## config.mk

```make
export PLATFORM = sky130hd
export DESIGN_NAME = dcp_div
export DESIGN_NICKNAME = d
export VERILOG_FILES = /design/src/rtl/dcp_div.sv
export SDC_FILE = /design/constraint.sdc
export NUM_CORES = 2
export LEC_CHECK = 0
export BUFFER_PORTS_ARGS = -buffer_cell sky130_fd_sc_hd__buf_2
export CAP_MARGIN = 40
export CORE_ASPECT_RATIO = 1.5
export CORE_MARGIN = 8
export CORE_UTILIZATION = 25
export DETAILED_ROUTE_END_ITERATION = 10
export GPL_TIMING_DRIVEN = 0
export SYNTH_ARGS = -nofsm -noshare
export SYNTH_HDL_FRONTEND = slang
export SYNTH_SLANG_ARGS = --single-unit
```

## constraint.sdc

```tcl
create_clock -name aclk -period 7.9 [get_ports aclk]
set_input_delay 0.395 -clock aclk [delete_from_list [all_inputs] [get_ports aclk]]
set_output_delay 0.395 -clock aclk [all_outputs]
set_load 0.05 [all_outputs]
```

## src/rtl/dcp_div.sv

```systemverilog
// Pipelined restoring divider, one quotient bit per stage; quotient must fit Q_W bits.
`timescale 1ns / 1ps
module dcp_div #(
    parameter int NUM_W = 55,
    parameter int DEN_W = 25,
    parameter int Q_W   = 31
) (
    input  logic             aclk,
    input  logic             en,
    input  logic [NUM_W-1:0] num,
    input  logic [DEN_W-1:0] den,
    output logic [Q_W-1:0]   quo
);

    localparam int RW = (NUM_W > DEN_W + Q_W) ? NUM_W : DEN_W + Q_W;

    logic [RW-1:0]    rem_reg [Q_W];
    logic [DEN_W-1:0] den_reg [Q_W];
    logic [Q_W-1:0]   quo_reg [Q_W];

    genvar g;
    generate
        for (g = 0; g < Q_W; g++) begin : g_stage
            localparam int J = Q_W - 1 - g;
            logic [RW-1:0]    rem_in;
            logic [DEN_W-1:0] den_in;
            logic [Q_W-1:0]   quo_in;
            logic [RW-1:0]    shifted;

            if (g == 0) begin : g_head
                assign rem_in = RW'(num);
                assign den_in = den;
                assign quo_in = '0;
            end else begin : g_body
                assign rem_in = rem_reg[g-1];
                assign den_in = den_reg[g-1];
                assign quo_in = quo_reg[g-1];
            end

            assign shifted = RW'(den_in) << J;

            always_ff @(posedge aclk) begin
                if (en) begin
                    den_reg[g] <= den_in;
                    if (rem_in >= shifted) begin
                        rem_reg[g] <= rem_in - shifted;
                        quo_reg[g] <= quo_in | (Q_W'(1) << J);
                    end else begin
                        rem_reg[g] <= rem_in;
                        quo_reg[g] <= quo_in;
                    end
                end
            end
        end
    endgenerate

    assign quo = quo_reg[Q_W-1];

endmodule
```

==> flow_summary_export.csv <==
group,metric,value,unit
outcome,outcome,"finished, final reports clean",
sta,relSlewSlack,0.322,
routing,totalWireLength,431000,um
layout,area_delta_synth_final,16.4,%
synth,synth_top_area_cell,"edfxtp_1",
sta,fin_setup_tns,0,ns
synth,synth_compound_area_frac,0.117,
synth,synth.avg_cell_area,11.9,um2
floorplanning,die_h,961,um
synth,synth_fp_nets,13400,
layout,multi_input_area,56300,um2
power,irDropWorstVdd,0.000202,V
grt,grt_max_degree,105,
worst_setup_path,r2r_start,"den_reg[1][25]",
cts,clock_latency,0.97,ns
floorplanning,ios,113,
sta,tightestPinTransition,1.00,ns
synth,synth_area_leaders,"edfxtp_1, ha_1, xnor2_1",
min_path,hp-class,"input pin to flop",
cts,cts-root-buf,"clkbuf_16",
sta,setup_viol,0,
synth,synth.distinct_cells,101,
grt,grt.total_usage,0.133,
job,maxCapViolCount,0,
worst_setup_path,r2r_cells,14,
floorplanning,rows,347,
layout,most-common-layout-cells,"edfxtp_1, inv_1, nand2_1",
synth,synth-xor-area-share,0.0616,
routing,drc,0,
synth,synth_top_family_by_area,"simple AND/OR/NAND/NOR gates",
floorplanning,chipWidth,646,um
worst_setup_path,start_kind,"input pin",
worst_setup_path,arrival,7.36,ns
routing,drt-vias-per-instance,4.62,
synth,synthAdderAreaFrac,0.0691,
sta,max_freq,149,MHz
layout,largest_reg_flops,1680,
placement,io_buffers,112,
routing,routedWlPerCell,20.2,um
placement,gp_congestion,0.959,
sta,fin_crit_sh,0.849,
sta,fin_skew,0.0745,ns
worst_setup_path,rr_endpoint,"rem_reg[1][130]",
power,power_density,341,nW/um2
layout,fin_nets,14100,
synth,netlist_instances,12500,
worst_setup_path,crit_type,"input pin to flop",
worst_setup_path,critPathLaunch,"en",
floorplanning,coreArea,594000,um2
min_path,hold_path_depth,2,
placement,dp_hpwl,349000,um
cts,numCtsBuffers,334,
synth,yosys_register_bits,2926,
cts,cts_resized,0,
min_path,worstHoldStart,"num[16]",
min_path,hold_end,"rem_reg[0][16]",
routing,vias,98600,
worst_setup_path,path_max_fanout,89,
synth,netlist.area_leader.share,0.590,
floorplanning,initial_core_util,0.251,
grt,grt_remaining_overflow,0,
sta,holdWs,0.170,ns
layout,fillCellCount,60200,
grt,grt_pass1_vias,106000,
cts,clkSinkCount,2926,
routing,drt_first_pass_iters,6,
synth,synthArstFlopShare,0,
worst_setup_path,required,8.55,ns
sta,layout_min_cycle_time,6.71,ns
power,p_leak,0.0641,uW
cts,htreeDepth,5,
cts,clkTransAtPathRegs,0.06,ns
synth,syn_area,149000,um2
synth,ys.flop_type,"edfxtp_1",
layout,regArea,87900,um2
synth,muxShareOfSynthArea,0.0117,
synth,synth-warning-count,0,
cts,max-clock-path-buffers,4,
floorplanning,die_area,621000,um2
sta,grt_setup_unrepaired,"false",
sta,hold_viol_final,0,
cts,postCtsSetupRepairBufs,0,
layout,final_common_cell,"edfxtp_1",
synth,synth-simple-area-share,0.118,
grt,antenna_found_initial,14,
synth,seq_area_frac_synth,0.590,
layout,drive_above_1_share,0.0826,
worst_setup_path,regToRegSetupSlack,2.27,ns
synth,synth_edf_count,2926,
worst_setup_path,crit_path_end_kind,"flop",
grt,grt_pass1_wl,627000,um
routing,ant_nets,0,
cts,cts_tree,"yes",
routing,dr.first_iter.drc_count,4552,
sta,maxSlewViolCount,0,
cts,hold_buffers,81,
[cell usage after synthesis, types with 45 or more instances]
cell type / number
a21o_1: 413
mux2_2: 143
o21a_1: 105
nand2_1: 944
clkbuf_1: 237
xor2_1: 483
ha_1: 775
and3_1: 78
nor2b_1: 122
a211oi_1: 77
inv_1: 1017
o21bai_1: 87
nand3_1: 229
nand2b_1: 142
and2_1: 47
nor3_1: 314
nor2_1: 742
a21oi_1: 810
edfxtp_1: 2926
o31ai_1: 71
o211ai_1: 63
o21ai_0: 741
or4_1: 82
or2_2: 45
or3_1: 112
nand4_1: 161
nor4_1: 236
xnor2_1: 564
a31oi_1: 69
[layer usage]
metal	routed length, um	vias up	global-route usage	share of wire
met5	0	-	0	0
met4	50500	0	0.132	0.12
met2	255000	2238	0.287	0.59
met1	114000	47100	0.0900	0.26
met3	11500	1416	0.0157	0.027
li1	-	47800	-	-
[critical path, cell delays in order]
cell and delay (ns):
dlygate4sd3_1 0.57, buf_8 0.25, buf_16 0.38, buf_16 0.37
inv_1 0.13, clkbuf_2 0.49, clkbuf_4 0.64, nor3b_1 0.83
o2111ai_1 0.20, a211oi_1 0.72, buf_4 0.28, clkbuf_1 0.69
buf_1 0.63, mux2_2 0.40
[metrics by stage]
| step | worst slack [ns] | util | instance area, um2 | total power (uW) | std cells |
|---|---|---|---|---|---|
| 3_5_place_dp | 0.792 | 0.272 | 162000 | 43800 | 20600 |
| 5_1_grt | 1.21 | 0.292 | 173000 | 62400 | 21300 |
| 4_1_cts | 1.19 | 0.292 | 173000 | 59500 | 21300 |
| 6_report | 1.19 | 0.292 | 173000 | 59100 | 21300 |
| 2_1_floorplan | 3.84 | - | 149000 | 37400 | 12500 |
| 3_3_place_gp | -15.53 | 0.268 | 159000 | 43600 | 20500 |
[worst max path at each step]
stage,end,slack [ns]
finish,rem_reg[1][567],1.19
global route,rem_reg[1][567],1.21
CTS,rem_reg[1][570],1.19
detailed placement,rem_reg[1][567],0.79
global placement,quo_reg[1][427],-15.53
floorplan,quo_reg[1][404],3.84
[power by group]
group          internal [uW]  switching [uW]
Clock                   9050            6390
Sequential             21200            1900
Combinational           8230           12300
Total                  38500           20600
[cell families (layout without fill, tap and decap cells)]
| logic type | after synthesis | count (layout) |
|---|---|---|
| AND/OR/NAND/NOR | 3485 | 3485 |
| other | 0 | 11 |
| multiplexers | 156 | 156 |
| XOR/XNOR | 1047 | 1047 |
| flip-flops | 2926 | 2926 |
| AO/OA/AOI/OAI | 2776 | 2776 |
| buffers and inverters | 1305 | 2274 |
| adder cells (fa/ha/maj) | 805 | 805 |
[final cells by class]
type	count	share of cell area
Antenna cell	11	0.000159
Buffer	286	0.00719
Clock buffer	390	0.0500
Clock inverter	215	0.0131
Inverter	1019	0.0221
Multi-Input combinational cell	8269	0.324
Sequential cell	2926	0.507
Tap cell	7852	0.0566
Timing Repair Buffer	364	0.0199
(Power assumes the default switching activity.)
